==> config.mk <==
export PLATFORM = sky130hd
export DESIGN_NAME = stu_div
export DESIGN_NICKNAME = d
export VERILOG_FILES = /design/src/rtl/core/stu_pkg.sv /design/src/rtl/core/stu_div.sv
export SDC_FILE = /design/constraint.sdc
export NUM_CORES = 1
export LEC_CHECK = 0
export ABC_AREA = 1
export BUFFER_PORTS_ARGS = -buffer_cell sky130_fd_sc_hd__buf_2
export CAP_MARGIN = 15
export CORE_ASPECT_RATIO = 2
export CORE_MARGIN = 2
export CORE_UTILIZATION = 49
export DETAILED_ROUTE_END_ITERATION = 7
export GPL_TIMING_DRIVEN = 0
export MAX_ROUTING_LAYER = met4
export PLACE_DENSITY = 0.82
export SLEW_MARGIN = 20
export SYNTH_ARGS = -nofsm -noshare
export SYNTH_HDL_FRONTEND = slang
export SYNTH_SLANG_ARGS = --single-unit
==> constraint.sdc <==
create_clock -name aclk -period 2.4 [get_ports aclk]
set_input_delay 0.48 -clock aclk [delete_from_list [all_inputs] [get_ports aclk]]
set_output_delay 0.48 -clock aclk [all_outputs]
set_load 0.05 [all_outputs]
==> src/rtl/core/stu_pkg.sv <==
// stu_pkg: formats, command codes, micro-op types and the micro-program of the
// similarity transform unit. Used by stu_mac, stu_div and similarity_transform_unit.
// No dependencies.
`timescale 1ns / 1ps

package stu_pkg;

    localparam int QUAT_FRAC_BITS   = 14;
    localparam int LINEAR_FRAC_BITS = 16;

    localparam int QUAT_W = 16;
    localparam int LIN_W  = 32;

    // rounded cross-product term t, and multiplier / accumulator widths
    localparam int TV_W    = LIN_W + QUAT_W + 2 - QUAT_FRAC_BITS;
    localparam int MUL_A_W = (TV_W > LIN_W) ? TV_W : LIN_W;
    localparam int PROD_W  = MUL_A_W + LIN_W;
    localparam int ACC_W   = PROD_W + 2;

    // reciprocal divider
    localparam int DIV_W = 2 * LINEAR_FRAC_BITS + 2;
    localparam int CNT_W = $clog2(DIV_W + 1);

    localparam logic signed [QUAT_W-1:0] QUAT_ONE = (QUAT_FRAC_BITS >= QUAT_W - 1) ?
        {1'b0, {(QUAT_W-1){1'b1}}} : QUAT_W'(1 << QUAT_FRAC_BITS);
    localparam logic signed [LIN_W-1:0] LIN_ONE = LIN_W'(1 << LINEAR_FRAC_BITS);

    localparam logic signed [ACC_W-1:0] Q_MAX = ACC_W'((1 << (QUAT_W - 1)) - 1);
    localparam logic signed [ACC_W-1:0] Q_MIN = -Q_MAX - ACC_W'(1);
    localparam logic signed [ACC_W-1:0] L_MAX = ACC_W'(64'sh7fffffff);
    localparam logic signed [ACC_W-1:0] L_MIN = -L_MAX - ACC_W'(1);

    typedef enum logic [1:0] {
        CMD_LOAD    = 2'd0,
        CMD_COMPOSE = 2'd1,
        CMD_INVERT  = 2'd2,
        CMD_NONE    = 2'd3
    } cmd_t;

    typedef enum logic [2:0] {
        A_BQ = 3'd0,
        A_BT = 3'd1,
        A_BS = 3'd2,
        A_AT = 3'd3,
        A_SV = 3'd4,
        A_TV = 3'd5
    } a_kind_t;

    typedef enum logic [1:0] {
        B_AQ = 2'd0,
        B_RQ = 2'd1,
        B_AS = 2'd2,
        B_NS = 2'd3
    } b_kind_t;

    typedef enum logic [2:0] {
        D_NONE = 3'd0,
        D_NQ   = 3'd1,
        D_SV   = 3'd2,
        D_NS   = 3'd3,
        D_TV   = 3'd4,
        D_RV   = 3'd5
    } dst_t;

    typedef struct packed {
        logic       valid;
        a_kind_t    ak;
        logic [1:0] ai;
        b_kind_t    bk;
        logic [1:0] bi;
        logic       neg;
        logic       first;
        logic       last;
        dst_t       dst;
        logic [1:0] di;
    } uop_t;

    // control that travels with a product through the mac pipeline
    typedef struct packed {
        logic       valid;
        logic       neg;
        logic       first;
        logic       last;
        dst_t       dst;
        logic [1:0] di;
    } mac_ctl_t;

    localparam logic [5:0] STEP_ROT   = 6'd20;
    localparam logic [5:0] STEP_END   = 6'd36;
    localparam logic [5:0] STEP_INV   = 6'd37;
    localparam logic [5:0] STEP_INV_E = 6'd41;

    function automatic uop_t mk(input a_kind_t ak, input int ai, input b_kind_t bk,
                                input int bi, input logic neg, input logic first,
                                input logic last, input dst_t dst, input int di);
        uop_t u;
        u.valid = 1'b1;
        u.ak    = ak;
        u.ai    = 2'(ai);
        u.bk    = bk;
        u.bi    = 2'(bi);
        u.neg   = neg;
        u.first = first;
        u.last  = last;
        u.dst   = dst;
        u.di    = 2'(di);
        return u;
    endfunction

    function automatic uop_t uop_rom(input logic [5:0] idx);
        uop_t u;
        u = '0;
        case (idx)
            // scaled input translation and product of scales
            6'd0:  u = mk(A_BT, 0, B_AS, 0, 1'b0, 1'b1, 1'b1, D_SV, 0);
            6'd1:  u = mk(A_BT, 1, B_AS, 0, 1'b0, 1'b1, 1'b1, D_SV, 1);
            6'd2:  u = mk(A_BT, 2, B_AS, 0, 1'b0, 1'b1, 1'b1, D_SV, 2);
            6'd3:  u = mk(A_BS, 0, B_AS, 0, 1'b0, 1'b1, 1'b1, D_NS, 0);
            // hamilton product
            6'd4:  u = mk(A_BQ, 0, B_AQ, 0, 1'b0, 1'b1, 1'b0, D_NONE, 0);
            6'd5:  u = mk(A_BQ, 1, B_AQ, 1, 1'b1, 1'b0, 1'b0, D_NONE, 0);
            6'd6:  u = mk(A_BQ, 2, B_AQ, 2, 1'b1, 1'b0, 1'b0, D_NONE, 0);
            6'd7:  u = mk(A_BQ, 3, B_AQ, 3, 1'b1, 1'b0, 1'b1, D_NQ, 0);
            6'd8:  u = mk(A_BQ, 1, B_AQ, 0, 1'b0, 1'b1, 1'b0, D_NONE, 0);
            6'd9:  u = mk(A_BQ, 0, B_AQ, 1, 1'b0, 1'b0, 1'b0, D_NONE, 0);
            6'd10: u = mk(A_BQ, 3, B_AQ, 2, 1'b0, 1'b0, 1'b0, D_NONE, 0);
            6'd11: u = mk(A_BQ, 2, B_AQ, 3, 1'b1, 1'b0, 1'b1, D_NQ, 1);
            6'd12: u = mk(A_BQ, 2, B_AQ, 0, 1'b0, 1'b1, 1'b0, D_NONE, 0);
            6'd13: u = mk(A_BQ, 3, B_AQ, 1, 1'b1, 1'b0, 1'b0, D_NONE, 0);
            6'd14: u = mk(A_BQ, 0, B_AQ, 2, 1'b0, 1'b0, 1'b0, D_NONE, 0);
            6'd15: u = mk(A_BQ, 1, B_AQ, 3, 1'b0, 1'b0, 1'b1, D_NQ, 2);
            6'd16: u = mk(A_BQ, 3, B_AQ, 0, 1'b0, 1'b1, 1'b0, D_NONE, 0);
            6'd17: u = mk(A_BQ, 2, B_AQ, 1, 1'b0, 1'b0, 1'b0, D_NONE, 0);
            6'd18: u = mk(A_BQ, 1, B_AQ, 2, 1'b1, 1'b0, 1'b0, D_NONE, 0);
            6'd19: u = mk(A_BQ, 0, B_AQ, 3, 1'b0, 1'b0, 1'b1, D_NQ, 3);
            // t = 2 * (qv x v)
            6'd20: u = mk(A_SV, 2, B_RQ, 2, 1'b0, 1'b1, 1'b0, D_NONE, 0);
            6'd21: u = mk(A_SV, 1, B_RQ, 3, 1'b1, 1'b0, 1'b1, D_TV, 0);
            6'd22: u = mk(A_SV, 0, B_RQ, 3, 1'b0, 1'b1, 1'b0, D_NONE, 0);
            6'd23: u = mk(A_SV, 2, B_RQ, 1, 1'b1, 1'b0, 1'b1, D_TV, 1);
            6'd24: u = mk(A_SV, 1, B_RQ, 1, 1'b0, 1'b1, 1'b0, D_NONE, 0);
            6'd25: u = mk(A_SV, 0, B_RQ, 2, 1'b1, 1'b0, 1'b1, D_TV, 2);
            // steps 26 and 27 wait for the last t term
            // r = v + w * t + qv x t
            6'd28: u = mk(A_TV, 0, B_RQ, 0, 1'b0, 1'b1, 1'b0, D_NONE, 0);
            6'd29: u = mk(A_TV, 2, B_RQ, 2, 1'b0, 1'b0, 1'b0, D_NONE, 0);
            6'd30: u = mk(A_TV, 1, B_RQ, 3, 1'b1, 1'b0, 1'b1, D_RV, 0);
            6'd31: u = mk(A_TV, 1, B_RQ, 0, 1'b0, 1'b1, 1'b0, D_NONE, 0);
            6'd32: u = mk(A_TV, 0, B_RQ, 3, 1'b0, 1'b0, 1'b0, D_NONE, 0);
            6'd33: u = mk(A_TV, 2, B_RQ, 1, 1'b1, 1'b0, 1'b1, D_RV, 1);
            6'd34: u = mk(A_TV, 2, B_RQ, 0, 1'b0, 1'b1, 1'b0, D_NONE, 0);
            6'd35: u = mk(A_TV, 1, B_RQ, 1, 1'b0, 1'b0, 1'b0, D_NONE, 0);
            6'd36: u = mk(A_TV, 0, B_RQ, 2, 1'b1, 1'b0, 1'b1, D_RV, 2);
            // invert: negated translation times reciprocal, then the rotation
            6'd37: u = mk(A_AT, 0, B_NS, 0, 1'b1, 1'b1, 1'b1, D_SV, 0);
            6'd38: u = mk(A_AT, 1, B_NS, 0, 1'b1, 1'b1, 1'b1, D_SV, 1);
            6'd39: u = mk(A_AT, 2, B_NS, 0, 1'b1, 1'b1, 1'b1, D_SV, 2);
            default: u = '0;
        endcase
        return u;
    endfunction

    // shift right with rounding to nearest, ties toward plus infinity
    function automatic logic signed [ACC_W-1:0] round_sh(input logic signed [ACC_W-1:0] v,
                                                         input int sh);
        logic signed [ACC_W-1:0] half;
        half = ACC_W'(1) <<< (sh - 1);
        return (v + half) >>> sh;
    endfunction

    // {clamped flag, value}
    function automatic logic [QUAT_W:0] sat_q(input logic signed [ACC_W-1:0] v);
        logic [QUAT_W:0] r;
        if (v > Q_MAX) r = {1'b1, Q_MAX[QUAT_W-1:0]};
        else if (v < Q_MIN) r = {1'b1, Q_MIN[QUAT_W-1:0]};
        else r = {1'b0, v[QUAT_W-1:0]};
        return r;
    endfunction

    function automatic logic [LIN_W:0] sat_l(input logic signed [ACC_W-1:0] v);
        logic [LIN_W:0] r;
        if (v > L_MAX) r = {1'b1, L_MAX[LIN_W-1:0]};
        else if (v < L_MIN) r = {1'b1, L_MIN[LIN_W-1:0]};
        else r = {1'b0, v[LIN_W-1:0]};
        return r;
    endfunction

endpackage

==> src/rtl/core/stu_div.sv <==
// stu_div: restoring divider for the scale reciprocal, one quotient bit per cycle.
// Computes (2^(2*LINEAR_FRAC_BITS) + den/2) / den. Depends on stu_pkg.
`timescale 1ns / 1ps

module stu_div (
    input  logic                            aclk,
    input  logic                            aresetn,
    input  logic                            start,
    input  logic [stu_pkg::LIN_W-1:0]       den,
    output logic                            done,
    output logic [stu_pkg::DIV_W-1:0]       quo
);
    import stu_pkg::*;

    logic [LIN_W-1:0] den_reg;
    logic [LIN_W-1:0] rem_reg, rem_next;
    logic [DIV_W-1:0] num_reg, num_next;
    logic [CNT_W-1:0] cnt_reg;
    logic             busy_reg;
    logic             done_reg;
    logic [LIN_W:0]   rem_sh;
    logic             ge;

    always_comb begin
        rem_sh   = {rem_reg, num_reg[DIV_W-1]};
        ge       = rem_sh >= {1'b0, den_reg};
        rem_next = ge ? LIN_W'(rem_sh - {1'b0, den_reg}) : rem_sh[LIN_W-1:0];
        num_next = {num_reg[DIV_W-2:0], ge};
    end

    always_ff @(posedge aclk) begin
        if (!aresetn) begin
            busy_reg <= 1'b0;
            done_reg <= 1'b0;
            cnt_reg  <= '0;
        end else begin
            done_reg <= 1'b0;
            if (start) begin
                busy_reg <= 1'b1;
                cnt_reg  <= CNT_W'(DIV_W);
                den_reg  <= den;
                rem_reg  <= '0;
                num_reg  <= (DIV_W'(1) << (2 * LINEAR_FRAC_BITS)) + DIV_W'(den >> 1);
            end else if (busy_reg) begin
                rem_reg <= rem_next;
                num_reg <= num_next;
                cnt_reg <= cnt_reg - CNT_W'(1);
                if (cnt_reg == CNT_W'(1)) begin
                    busy_reg <= 1'b0;
                    done_reg <= 1'b1;
                end
            end
        end
    end

    assign done = done_reg;
    assign quo  = num_reg;

endmodule

==> qor.yml <==
area_growth_pct: 19.6
cts_tree: "yes"
regArea_mm2: 0.00310
path_clk_slew_ps: 80
die_h_um: 175
violations: "setup timing"
final_core_util: 0.598
vias: 6425
ys_ff_latch: 106
io_pins: 70
cp_max_fo: 10
slew-limit-headroom: 0.522
grt_pass1_wl_um: 29700
antenna_left: 0
place_ws_ps: -131
multi_input_area_mm2: 0.00372
setup_slack_ps: -13.0
antenna_found_initial: 0
drt_iter0_markers: 338
required_ps: 2510
crit_slowest_cell: "edfxtp_1"
final_nets: 1140
cts.sinks: 106
period_share: 1.01
critPathBufInv: 4
fp-row-count: 62
coreArea_mm2: 0.0144
ctsLongestPathBuffers: 2
synth-edff-count: 98
start_kind: "flip-flop"
grtUsageTotal: 0.259
io_buffers: 69
die-area_mm2: 0.0157
yosysSeqAreaShare: 0.433
cts-root-buf: "clkbuf_16"
wire_per_inst_um: 15.4
crit_cells: 14
r2r_cells: 14
slew_violations: 0
die_w_um: 89.5
first_global_vias: 6278
cp_common_cell: "nor2_1"
netlist_instances: 981
status: "finished with violations"
max_cap_viol_count: 0
critPathKind: "flip-flop to flip-flop"
numCtsBuffers: 9
cp_cell_sequence: "inv_2, ha_4, nand2_1, nor2_2, nand3_1, nor2_1, nand2_1, nand3_2, inv_4, nand2_8, inv_6, buf_8, nor2_1, nor2_1"
worst_clock_skew_ps: 13.6
arrival_ps: 2520
hold_depth: 1
min_from: "den[0]"
clk_latency_ps: 360
fill_cells: 1237
dpl.hpwl_um: 14600
grt_max_degree: 42
hold_class: "input port to flip-flop"
htreeDepth: 3
ys.flop_type: "edfxtp_1"
r2r_start: "quo[33]"
min_period_ps: 2410
yosys_warnings: 0
overflow: 0
route.detailed.drc: 0
start_util: 0.500
fmax_mhz: 414
routed_wl_um: 19500
setup_violations: 1
synth_area_mm2: 0.00717
powerDensity_mw_per_mm2: 732
largest_reg_flops: 34
vias_per_cell: 5.07
syn_area_per_cell_um2: 7.31
worstSetupEndpointType: "flip-flop"
synth.distinct_cells: 35
final_layout_size_suffix_gt1_frac: 0.180
antenna_cells: 0
startpoint: "quo[33]"
syn_nets: 1051
cpLargestDelayFamily: "simple AND/OR/NAND/NOR gates"
irDropWorstVdd_v: 0.000640
gp_congestion: 1.00
hold_violations: 0
worst_slew_pin_slew_ps: 717
leakagePower_uw: 0.00430
critPathMaxStageDelay_ps: 490
fin_hold_ws_ps: 298
async_flop_share: 0
postCtsHoldBufs: 0
firstDrtPassIters: 5
layer usage:
layer  vias up  track usage  routed length (um)  share of wire
li1       3195            -                   -              -
met1      2971        0.269                7040           0.36
met2       191        0.444               10500           0.54
met3        68       0.0354                 723          0.037
met4         0        0.159                1260          0.065
met5         -            -                   0              0
cells by family (layout without fill, tap and decap cells):
family	after synthesis	after routing	share of synthesized area
and+or+nand+nor	596	596	0.354
buffers and inverters	197	291	0.109
DFF	106	106	0.433
adders and majority gates	35	35	0.0621
AOI/OAI and AO/OA	31	31	0.0229
xor gates and xnor gates	16	16	0.0195
cells in the mapped netlist (2+ instances only):
| library cell | number | area (um2) |
|---|---|---|
| clkbuf_1 | 10 | 37.5 |
| inv_2 | 4 | 15.0 |
| dfxtp_1 | 8 | 160 |
| a21oi_1 | 23 | 115 |
| and2_1 | 9 | 56.3 |
| inv_1 | 173 | 649 |
| nand2_2 | 6 | 37.5 |
| nor2_1 | 99 | 372 |
| a21o_1 | 2 | 15.0 |
| buf_6 | 3 | 33.8 |
| nand3_1 | 30 | 150 |
| buf_2 | 2 | 10.0 |
| nand2_1 | 392 | 1470 |
| inv_4 | 2 | 12.5 |
| nand3b_1 | 23 | 173 |
| ha_1 | 34 | 425 |
| nand4_1 | 6 | 37.5 |
| nand3_2 | 2 | 20.0 |
| buf_4 | 3 | 22.5 |
| nand2_8 | 2 | 40.0 |
| edfxtp_1 | 98 | 2940 |
| nor2_2 | 15 | 93.8 |
| o21ai_0 | 3 | 15.0 |
| xor2_1 | 15 | 131 |
| nor3_1 | 4 | 20.0 |
| or2_2 | 4 | 25.0 |
layout make-up:
| type | instances | share of cell area |
|---|---|---|
| repair buffers | 78 | 0.0496 |
| inverters | 179 | 0.0792 |
| multi-input cells | 678 | 0.433 |
| flip-flops and latches | 106 | 0.362 |
| well taps | 192 | 0.0280 |
| clock inverters | 7 | 0.00700 |
| clock buffers | 9 | 0.0263 |
| plain buffers | 18 | 0.0146 |
worst register-to-register path: stages, from the launching register on:
cell and delay, ps:
edfxtp_1 490, inv_2 100, ha_4 280, nand2_1 80, nor2_2 180, nand3_1 110, nor2_1 100, nand2_1 90
nand3_2 100, inv_4 80, nand2_8 120, inv_6 70, buf_8 150, nor2_1 130, nor2_1 90
repair_timing:
item	CTS	global route
endpoints found under the setup margin	22	33
pin swaps	0	8
resized for setup	12	62
buffers inserted	1	7
power breakdown:
| part | total (uW) | internal [uW] | switching (uW) |
|---|---|---|---|
| Sequential | 2390 | 2270 | 123 |
| Clock | 1430 | 722 | 705 |
| Combinational | 2460 | 884 | 1580 |
| Total | 6280 | 3870 | 2410 |
through the flow:
step / area (um2) / total power, uW / TNS (ps) / cells
after floorplan: 7170 / 4000 / 0 / 981
after global placement: 7760 / 4510 / -311 / 1242
after detailed placement: 7780 / 4540 / -848 / 1243
after CTS: 8130 / 6010 / 0 / 1260
after global routing: 8580 / 6630 / -166 / 1267
final: 8580 / 6280 / -13.0 / 1267
cells in the final DEF (no fill, tap or decap), drive strengths merged, types with 4 or more instances in the layout:
master / synthesis / routed
or2: 4 / 4
and2: 9 / 9
ha: 34 / 34
nand4: 6 / 6
buf: 8 / 84
a21oi: 23 / 23
nand3b: 23 / 23
nand2: 401 / 401
nand3: 32 / 32
clkbuf: 10 / 21
dfxtp: 8 / 8
o21ai: 4 / 4
inv: 179 / 182
nor2: 114 / 114
xor2: 15 / 15
nor3: 5 / 5
edfxtp: 98 / 98
worst paths after layout:
check | end | slack, ps
worst min-delay path | den_reg[0] | 300
worst min register to register | cnt_reg[5] | 490
worst max-delay path | rem_reg[11] | -10
worst max register to register | rem_reg[11] | -10
No activity file was read; power rests on OpenSTA's default activity.
