===== src/rtl/core/stu_pkg.sv =====
// stu_pkg: formats, command codes, micro-op types and the micro-program of the
// similarity transform unit. Used by stu_mac, stu_div and similarity_transform_unit.
// No dependencies.
`timescale 1ns / 1ps

package stu_pkg;

    localparam int QUAT_FRAC_BITS   = 14;
    localparam int LINEAR_FRAC_BITS = 16;

    localparam int QUAT_W = 16;
    localparam int LIN_W  = 32;

    // rounded cross-product term t, and multiplier / accumulator widths
    localparam int TV_W    = LIN_W + QUAT_W + 2 - QUAT_FRAC_BITS;
    localparam int MUL_A_W = (TV_W > LIN_W) ? TV_W : LIN_W;
    localparam int PROD_W  = MUL_A_W + LIN_W;
    localparam int ACC_W   = PROD_W + 2;

    // reciprocal divider
    localparam int DIV_W = 2 * LINEAR_FRAC_BITS + 2;
    localparam int CNT_W = $clog2(DIV_W + 1);

    localparam logic signed [QUAT_W-1:0] QUAT_ONE = (QUAT_FRAC_BITS >= QUAT_W - 1) ?
        {1'b0, {(QUAT_W-1){1'b1}}} : QUAT_W'(1 << QUAT_FRAC_BITS);
    localparam logic signed [LIN_W-1:0] LIN_ONE = LIN_W'(1 << LINEAR_FRAC_BITS);

    localparam logic signed [ACC_W-1:0] Q_MAX = ACC_W'((1 << (QUAT_W - 1)) - 1);
    localparam logic signed [ACC_W-1:0] Q_MIN = -Q_MAX - ACC_W'(1);
    localparam logic signed [ACC_W-1:0] L_MAX = ACC_W'(64'sh7fffffff);
    localparam logic signed [ACC_W-1:0] L_MIN = -L_MAX - ACC_W'(1);

    typedef enum logic [1:0] {
        CMD_LOAD    = 2'd0,
        CMD_COMPOSE = 2'd1,
        CMD_INVERT  = 2'd2,
        CMD_NONE    = 2'd3
    } cmd_t;

    typedef enum logic [2:0] {
        A_BQ = 3'd0,
        A_BT = 3'd1,
        A_BS = 3'd2,
        A_AT = 3'd3,
        A_SV = 3'd4,
        A_TV = 3'd5
    } a_kind_t;

    typedef enum logic [1:0] {
        B_AQ = 2'd0,
        B_RQ = 2'd1,
        B_AS = 2'd2,
        B_NS = 2'd3
    } b_kind_t;

    typedef enum logic [2:0] {
        D_NONE = 3'd0,
        D_NQ   = 3'd1,
        D_SV   = 3'd2,
        D_NS   = 3'd3,
        D_TV   = 3'd4,
        D_RV   = 3'd5
    } dst_t;

    typedef struct packed {
        logic       valid;
        a_kind_t    ak;
        logic [1:0] ai;
        b_kind_t    bk;
        logic [1:0] bi;
        logic       neg;
        logic       first;
        logic       last;
        dst_t       dst;
        logic [1:0] di;
    } uop_t;

    // control that travels with a product through the mac pipeline
    typedef struct packed {
        logic       valid;
        logic       neg;
        logic       first;
        logic       last;
        dst_t       dst;
        logic [1:0] di;
    } mac_ctl_t;

    localparam logic [5:0] STEP_ROT   = 6'd20;
    localparam logic [5:0] STEP_END   = 6'd36;
    localparam logic [5:0] STEP_INV   = 6'd37;
    localparam logic [5:0] STEP_INV_E = 6'd41;

    function automatic uop_t mk(input a_kind_t ak, input int ai, input b_kind_t bk,
                                input int bi, input logic neg, input logic first,
                                input logic last, input dst_t dst, input int di);
        uop_t u;
        u.valid = 1'b1;
        u.ak    = ak;
        u.ai    = 2'(ai);
        u.bk    = bk;
        u.bi    = 2'(bi);
        u.neg   = neg;
        u.first = first;
        u.last  = last;
        u.dst   = dst;
        u.di    = 2'(di);
        return u;
    endfunction

    function automatic uop_t uop_rom(input logic [5:0] idx);
        uop_t u;
        u = '0;
        case (idx)
            // scaled input translation and product of scales
            6'd0:  u = mk(A_BT, 0, B_AS, 0, 1'b0, 1'b1, 1'b1, D_SV, 0);
            6'd1:  u = mk(A_BT, 1, B_AS, 0, 1'b0, 1'b1, 1'b1, D_SV, 1);
            6'd2:  u = mk(A_BT, 2, B_AS, 0, 1'b0, 1'b1, 1'b1, D_SV, 2);
            6'd3:  u = mk(A_BS, 0, B_AS, 0, 1'b0, 1'b1, 1'b1, D_NS, 0);
            // hamilton product
            6'd4:  u = mk(A_BQ, 0, B_AQ, 0, 1'b0, 1'b1, 1'b0, D_NONE, 0);
            6'd5:  u = mk(A_BQ, 1, B_AQ, 1, 1'b1, 1'b0, 1'b0, D_NONE, 0);
            6'd6:  u = mk(A_BQ, 2, B_AQ, 2, 1'b1, 1'b0, 1'b0, D_NONE, 0);
            6'd7:  u = mk(A_BQ, 3, B_AQ, 3, 1'b1, 1'b0, 1'b1, D_NQ, 0);
            6'd8:  u = mk(A_BQ, 1, B_AQ, 0, 1'b0, 1'b1, 1'b0, D_NONE, 0);
            6'd9:  u = mk(A_BQ, 0, B_AQ, 1, 1'b0, 1'b0, 1'b0, D_NONE, 0);
            6'd10: u = mk(A_BQ, 3, B_AQ, 2, 1'b0, 1'b0, 1'b0, D_NONE, 0);
            6'd11: u = mk(A_BQ, 2, B_AQ, 3, 1'b1, 1'b0, 1'b1, D_NQ, 1);
            6'd12: u = mk(A_BQ, 2, B_AQ, 0, 1'b0, 1'b1, 1'b0, D_NONE, 0);
            6'd13: u = mk(A_BQ, 3, B_AQ, 1, 1'b1, 1'b0, 1'b0, D_NONE, 0);
            6'd14: u = mk(A_BQ, 0, B_AQ, 2, 1'b0, 1'b0, 1'b0, D_NONE, 0);
            6'd15: u = mk(A_BQ, 1, B_AQ, 3, 1'b0, 1'b0, 1'b1, D_NQ, 2);
            6'd16: u = mk(A_BQ, 3, B_AQ, 0, 1'b0, 1'b1, 1'b0, D_NONE, 0);
            6'd17: u = mk(A_BQ, 2, B_AQ, 1, 1'b0, 1'b0, 1'b0, D_NONE, 0);
            6'd18: u = mk(A_BQ, 1, B_AQ, 2, 1'b1, 1'b0, 1'b0, D_NONE, 0);
            6'd19: u = mk(A_BQ, 0, B_AQ, 3, 1'b0, 1'b0, 1'b1, D_NQ, 3);
            // t = 2 * (qv x v)
            6'd20: u = mk(A_SV, 2, B_RQ, 2, 1'b0, 1'b1, 1'b0, D_NONE, 0);
            6'd21: u = mk(A_SV, 1, B_RQ, 3, 1'b1, 1'b0, 1'b1, D_TV, 0);
            6'd22: u = mk(A_SV, 0, B_RQ, 3, 1'b0, 1'b1, 1'b0, D_NONE, 0);
            6'd23: u = mk(A_SV, 2, B_RQ, 1, 1'b1, 1'b0, 1'b1, D_TV, 1);
            6'd24: u = mk(A_SV, 1, B_RQ, 1, 1'b0, 1'b1, 1'b0, D_NONE, 0);
            6'd25: u = mk(A_SV, 0, B_RQ, 2, 1'b1, 1'b0, 1'b1, D_TV, 2);
            // steps 26 and 27 wait for the last t term
            // r = v + w * t + qv x t
            6'd28: u = mk(A_TV, 0, B_RQ, 0, 1'b0, 1'b1, 1'b0, D_NONE, 0);
            6'd29: u = mk(A_TV, 2, B_RQ, 2, 1'b0, 1'b0, 1'b0, D_NONE, 0);
            6'd30: u = mk(A_TV, 1, B_RQ, 3, 1'b1, 1'b0, 1'b1, D_RV, 0);
            6'd31: u = mk(A_TV, 1, B_RQ, 0, 1'b0, 1'b1, 1'b0, D_NONE, 0);
            6'd32: u = mk(A_TV, 0, B_RQ, 3, 1'b0, 1'b0, 1'b0, D_NONE, 0);
            6'd33: u = mk(A_TV, 2, B_RQ, 1, 1'b1, 1'b0, 1'b1, D_RV, 1);
            6'd34: u = mk(A_TV, 2, B_RQ, 0, 1'b0, 1'b1, 1'b0, D_NONE, 0);
            6'd35: u = mk(A_TV, 1, B_RQ, 1, 1'b0, 1'b0, 1'b0, D_NONE, 0);
            6'd36: u = mk(A_TV, 0, B_RQ, 2, 1'b1, 1'b0, 1'b1, D_RV, 2);
            // invert: negated translation times reciprocal, then the rotation
            6'd37: u = mk(A_AT, 0, B_NS, 0, 1'b1, 1'b1, 1'b1, D_SV, 0);
            6'd38: u = mk(A_AT, 1, B_NS, 0, 1'b1, 1'b1, 1'b1, D_SV, 1);
            6'd39: u = mk(A_AT, 2, B_NS, 0, 1'b1, 1'b1, 1'b1, D_SV, 2);
            default: u = '0;
        endcase
        return u;
    endfunction

    // shift right with rounding to nearest, ties toward plus infinity
    function automatic logic signed [ACC_W-1:0] round_sh(input logic signed [ACC_W-1:0] v,
                                                         input int sh);
        logic signed [ACC_W-1:0] half;
        half = ACC_W'(1) <<< (sh - 1);
        return (v + half) >>> sh;
    endfunction

    // {clamped flag, value}
    function automatic logic [QUAT_W:0] sat_q(input logic signed [ACC_W-1:0] v);
        logic [QUAT_W:0] r;
        if (v > Q_MAX) r = {1'b1, Q_MAX[QUAT_W-1:0]};
        else if (v < Q_MIN) r = {1'b1, Q_MIN[QUAT_W-1:0]};
        else r = {1'b0, v[QUAT_W-1:0]};
        return r;
    endfunction

    function automatic logic [LIN_W:0] sat_l(input logic signed [ACC_W-1:0] v);
        logic [LIN_W:0] r;
        if (v > L_MAX) r = {1'b1, L_MAX[LIN_W-1:0]};
        else if (v < L_MIN) r = {1'b1, L_MIN[LIN_W-1:0]};
        else r = {1'b0, v[LIN_W-1:0]};
        return r;
    endfunction

endpackage


===== src/rtl/core/stu_mac.sv =====
// stu_mac: shared multiply-accumulate pipeline, one product per cycle.
// Stage 1 registers the product, stage 2 accumulates. Depends on stu_pkg.
`timescale 1ns / 1ps

module stu_mac (
    input  logic                                aclk,
    input  logic                                aresetn,
    input  stu_pkg::mac_ctl_t                   issue,
    input  logic signed [stu_pkg::MUL_A_W-1:0]  op_a,
    input  logic signed [stu_pkg::LIN_W-1:0]    op_b,
    output stu_pkg::mac_ctl_t                   wb,
    output logic signed [stu_pkg::ACC_W-1:0]    acc
);
    import stu_pkg::*;

    logic signed [PROD_W-1:0] prod_reg;
    mac_ctl_t                 ctl1_reg;
    logic signed [ACC_W-1:0]  acc_reg, acc_next;
    mac_ctl_t                 ctl2_reg;
    logic signed [ACC_W-1:0]  term;

    always_comb begin
        term     = ctl1_reg.neg ? -ACC_W'(prod_reg) : ACC_W'(prod_reg);
        acc_next = ctl1_reg.first ? term : acc_reg + term;
    end

    always_ff @(posedge aclk) begin
        if (!aresetn) begin
            ctl1_reg <= '0;
            ctl2_reg <= '0;
        end else begin
            ctl1_reg <= issue;
            ctl2_reg <= ctl1_reg;
            prod_reg <= op_a * op_b;
            if (ctl1_reg.valid) begin
                acc_reg <= acc_next;
            end
        end
    end

    always_comb begin
        wb       = ctl2_reg;
        wb.valid = ctl2_reg.valid && ctl2_reg.last;
    end

    assign acc = acc_reg;

endmodule


===== config.mk =====
export PLATFORM = sky130hd
export DESIGN_NAME = stu_mac
export DESIGN_NICKNAME = d
export VERILOG_FILES = /design/src/rtl/core/stu_pkg.sv /design/src/rtl/core/stu_mac.sv
export SDC_FILE = /design/constraint.sdc
export NUM_CORES = 2
export LEC_CHECK = 0
export BUFFER_PORTS_ARGS = -buffer_cell sky130_fd_sc_hd__clkbuf_2
export CORE_MARGIN = 2
export CORE_UTILIZATION = 55
export CTS_BUF_LIST = sky130_fd_sc_hd__clkbuf_8
export DETAILED_ROUTE_END_ITERATION = 8
export PLACE_DENSITY_LB_ADDON = 0.2
export SYNTH_ARGS = -nofsm -noshare
export SYNTH_HDL_FRONTEND = slang
export SYNTH_SLANG_ARGS = --single-unit

===== constraint.sdc =====
create_clock -name aclk -period 8 [get_ports aclk]
set_input_delay 0.4 -clock aclk [delete_from_list [all_inputs] [get_ports aclk]]
set_output_delay 0.4 -clock aclk [all_outputs]
set_load 0.1 [all_outputs]

==> reports/qor.txt <==
Vias per Instance - 5.486
gpl congestion - 0.9684
unrepaired setup endpoints after global routing - false
largest clock skew in the final design - 0.01359 ns
latest clock arrival within the worst-skew pair - 0.49 ns
First DRT Iteration DRCs - 3097
number of enable flip-flop cells after synthesis - 138
MaxCap Viol Count - 0
Worst Path Arrival - 7.96 ns
number of remaining DRC errors - 0
layout filler cell count - 7841
max-slew headroom at the worst pin - 28.94%
crit share post-route - 96.52%
width of the die - 307.3 um
fin crit period - 7.722 ns
post-detailed-routing wire length - 141200 um
mean cell area of the mapped netlist - 9.369 sq um
first-pass GRT wire length - 224700 um
gr usage total - 30.93%
fraction of the yosys area taken by sequential cells - 8.905%
synthesized area - 0.05058 sq mm
final max-slew violation count - 0
average wire length per cell after detail routing - 20.44 um
outcome - finished clean
clock-pin slew on the worst setup and hold paths - 0.10 ns
synth-to-layout area growth - 10.00%
Post-Syn Nets - 6943
async set or reset register ratio after synthesis - 0%
depth of the CTS H-tree - 4
leading area contributor after synthesis - sky130_fd_sc_hd__fa_1
met1 global-route usage - 45.36%
maximum number of pins on one net before global-route repair - 74
Post-DP Area - 0.05519 sq mm
hold-fix buffer count after cts - 0
element type at the critical path start - input port
number of top-level pins - 158
max frequency - 129.5 MHz
Net count, final - 7251
CP Class - input port to flop
# setup viols final - 0
Root Driver - sky130_fd_sc_hd__clkbuf_8
Max Root-Sink Buffers - 2
Critical Path End Type - flop
Distinct cells, synth - 74
busiest layer in global routing - met2
area enclosed by the die boundary - 0.09441 sq mm
vertical extent of the die - 307.3 um
class of the tightest hold or removal check - input port to flop
antenna-violating nets left - 0
Yosys Warn Count - 0
count of input and output buffers - 157
Post-Layout Inst Area - 0.05564 sq mm
area share of the largest cell type after synthesis - 47.61%
area inside the core boundary - 0.09139 sq mm
fraction of layout instances using a drive strength above 1 - 11.28%
crit-path max FO - 9
via count - 37.91k
count of endpoints failing hold in the final timing report - 0
met3 track utilization from global routing - 5.746%
Std-Cell Rows - 111
commonest cells in the netlist - sky130_fd_sc_hd__fa_1 (1203), sky130_fd_sc_hd__inv_1 (1098), sky130_fd_sc_hd__nand2_1 (675)
met2 global-route usage - 47.79%
number of cells produced by synthesis - 5399
leading cell type by number of instances after synthesis - sky130_fd_sc_hd__fa_1
required time of the critical path - 8.24 ns
Worst Max-Slew Pin Slew - 1.039 ns
GRT Residual Overflow - 0
dpl hpwl - 122400 um
most frequently used flop master after synthesis - sky130_fd_sc_hd__edfxtp_1
clock sink count - 156
flip-flop count of the largest register after layout - 70
Initial Utilization - 55.35%
Area contributors post-synth - sky130_fd_sc_hd__fa_1 (48%), sky130_fd_sc_hd__edfxtp_1 (8.2%), sky130_fd_sc_hd__inv_1 (8.1%)
initial antenna violation count - 5
number of global-route vias before repair - 39.77k
total CTS buffers - 17
detailed-routing iteration count for the pre-antenna-repair pass - 5
number of storage elements in the synthesis netlist - 156
clock tree from TritonCTS - yes
[through the flow]
stage	setup slack, ns	setup TNS (ns)	util (%)	std cells	hold WS [ns]
floorplan	0.2105	0	-	5399	0.4118
finish	0.2780	0	60.89	6909	0.1054
CTS	0.08191	0	60.83	6906	0.07625
detailed placement	-0.4522	-3.969	60.39	6874	0.4193
global placement	-0.3677	-2.776	60.39	6874	0.4133
global route	0.006885	0	60.89	6908	0.09287
[kinds of logic after synthesis]
logic type	after synthesis	share of synthesized area (%)
muxes	4	0.08657
adders and majority gates	1465	54.09
buffers and inverters	1385	10.35
DFF	156	8.905
xor gates and xnor gates	206	3.567
AOI/OAI and AO/OA	562	7.025
and+or+nand+nor	1621	15.97
[placed cells by master, fill, tap and decap left out, types with 60 or more instances in the layout]
cell type / instances
sky130_fd_sc_hd__clkbuf_2: 153
sky130_fd_sc_hd__nor2_1: 152
sky130_fd_sc_hd__buf_4: 395
sky130_fd_sc_hd__and2_1: 609
sky130_fd_sc_hd__o21ai_0: 125
sky130_fd_sc_hd__inv_1: 1096
sky130_fd_sc_hd__a21o_1: 92
sky130_fd_sc_hd__ha_1: 261
sky130_fd_sc_hd__edfxtp_1: 138
sky130_fd_sc_hd__xor2_1: 60
sky130_fd_sc_hd__nand2_1: 675
sky130_fd_sc_hd__fa_1: 1202
sky130_fd_sc_hd__a21oi_1: 168
sky130_fd_sc_hd__xnor2_1: 146
[critical path: stages]
cell,delay (ns)
sky130_fd_sc_hd__clkbuf_2,0.24
sky130_fd_sc_hd__and2_1,0.26
sky130_fd_sc_hd__fa_1,0.49
sky130_fd_sc_hd__fa_1,0.57
sky130_fd_sc_hd__inv_1,0.06
sky130_fd_sc_hd__fa_1,0.45
sky130_fd_sc_hd__fa_1,0.52
sky130_fd_sc_hd__inv_1,0.06
sky130_fd_sc_hd__fa_1,0.55
sky130_fd_sc_hd__fa_1,0.44
sky130_fd_sc_hd__fa_1,0.50
sky130_fd_sc_hd__fa_1,0.52
sky130_fd_sc_hd__ha_2,0.32
sky130_fd_sc_hd__a21o_1,0.19
sky130_fd_sc_hd__a21o_1,0.20
sky130_fd_sc_hd__a211oi_1,0.21
sky130_fd_sc_hd__buf_4,0.15
sky130_fd_sc_hd__o21ai_0,0.13
sky130_fd_sc_hd__o31ai_1,0.27
sky130_fd_sc_hd__buf_4,0.16
sky130_fd_sc_hd__nand4_1,0.10
sky130_fd_sc_hd__a21o_1,0.21
sky130_fd_sc_hd__a221o_1,0.38
sky130_fd_sc_hd__a221oi_2,0.29
sky130_fd_sc_hd__a31oi_1,0.14
sky130_fd_sc_hd__xor2_1,0.15
[worst paths after layout]
check | start | to | slack [ns] | depth (start not counted)
max | op_b[14] | prod_reg[60] | 0.28 | 26
min | issue[5] | ctl1_reg[5] | 0.11 | 2
max reg2reg | prod_reg[4] | acc[69] | 1.65 | 21
min reg2reg | ctl1_reg[1] | wb[1] | 0.43 | 1
[cell type report]
type | instances | area [sq um] | area share, %
repair buffers | 575 | 4232 | 7.605
diodes | 3 | 7.507 | 0.01349
inverters | 1099 | 4125 | 7.414
flip-flops and latches | 156 | 4507 | 8.099
clock buffers | 17 | 234.0 | 0.4205
clock inverters | 15 | 167.7 | 0.3013
well taps | 1186 | 1484 | 2.667
multi-input cells | 3858 | 40890 | 73.48
[routing by layer]
metal | wire length, um | vias to the layer above | part of all wire (%)
li1 | - | 16880 | -
met1 | 61290 | 19270 | 43
met2 | 62800 | 1584 | 44
met3 | 13350 | 176 | 9.5
met4 | 3746 | 0 | 2.7
met5 | 0 | - | 0
[timing repair]
action | CTS | global route
setup endpoints to repair | 0 | 13
gates resized for setup | 0 | 21
setup buffers | 0 | 0
Power is not shown: default switching activity piles up to over one toggle a cycle in this logic, so the estimate is an artifact.
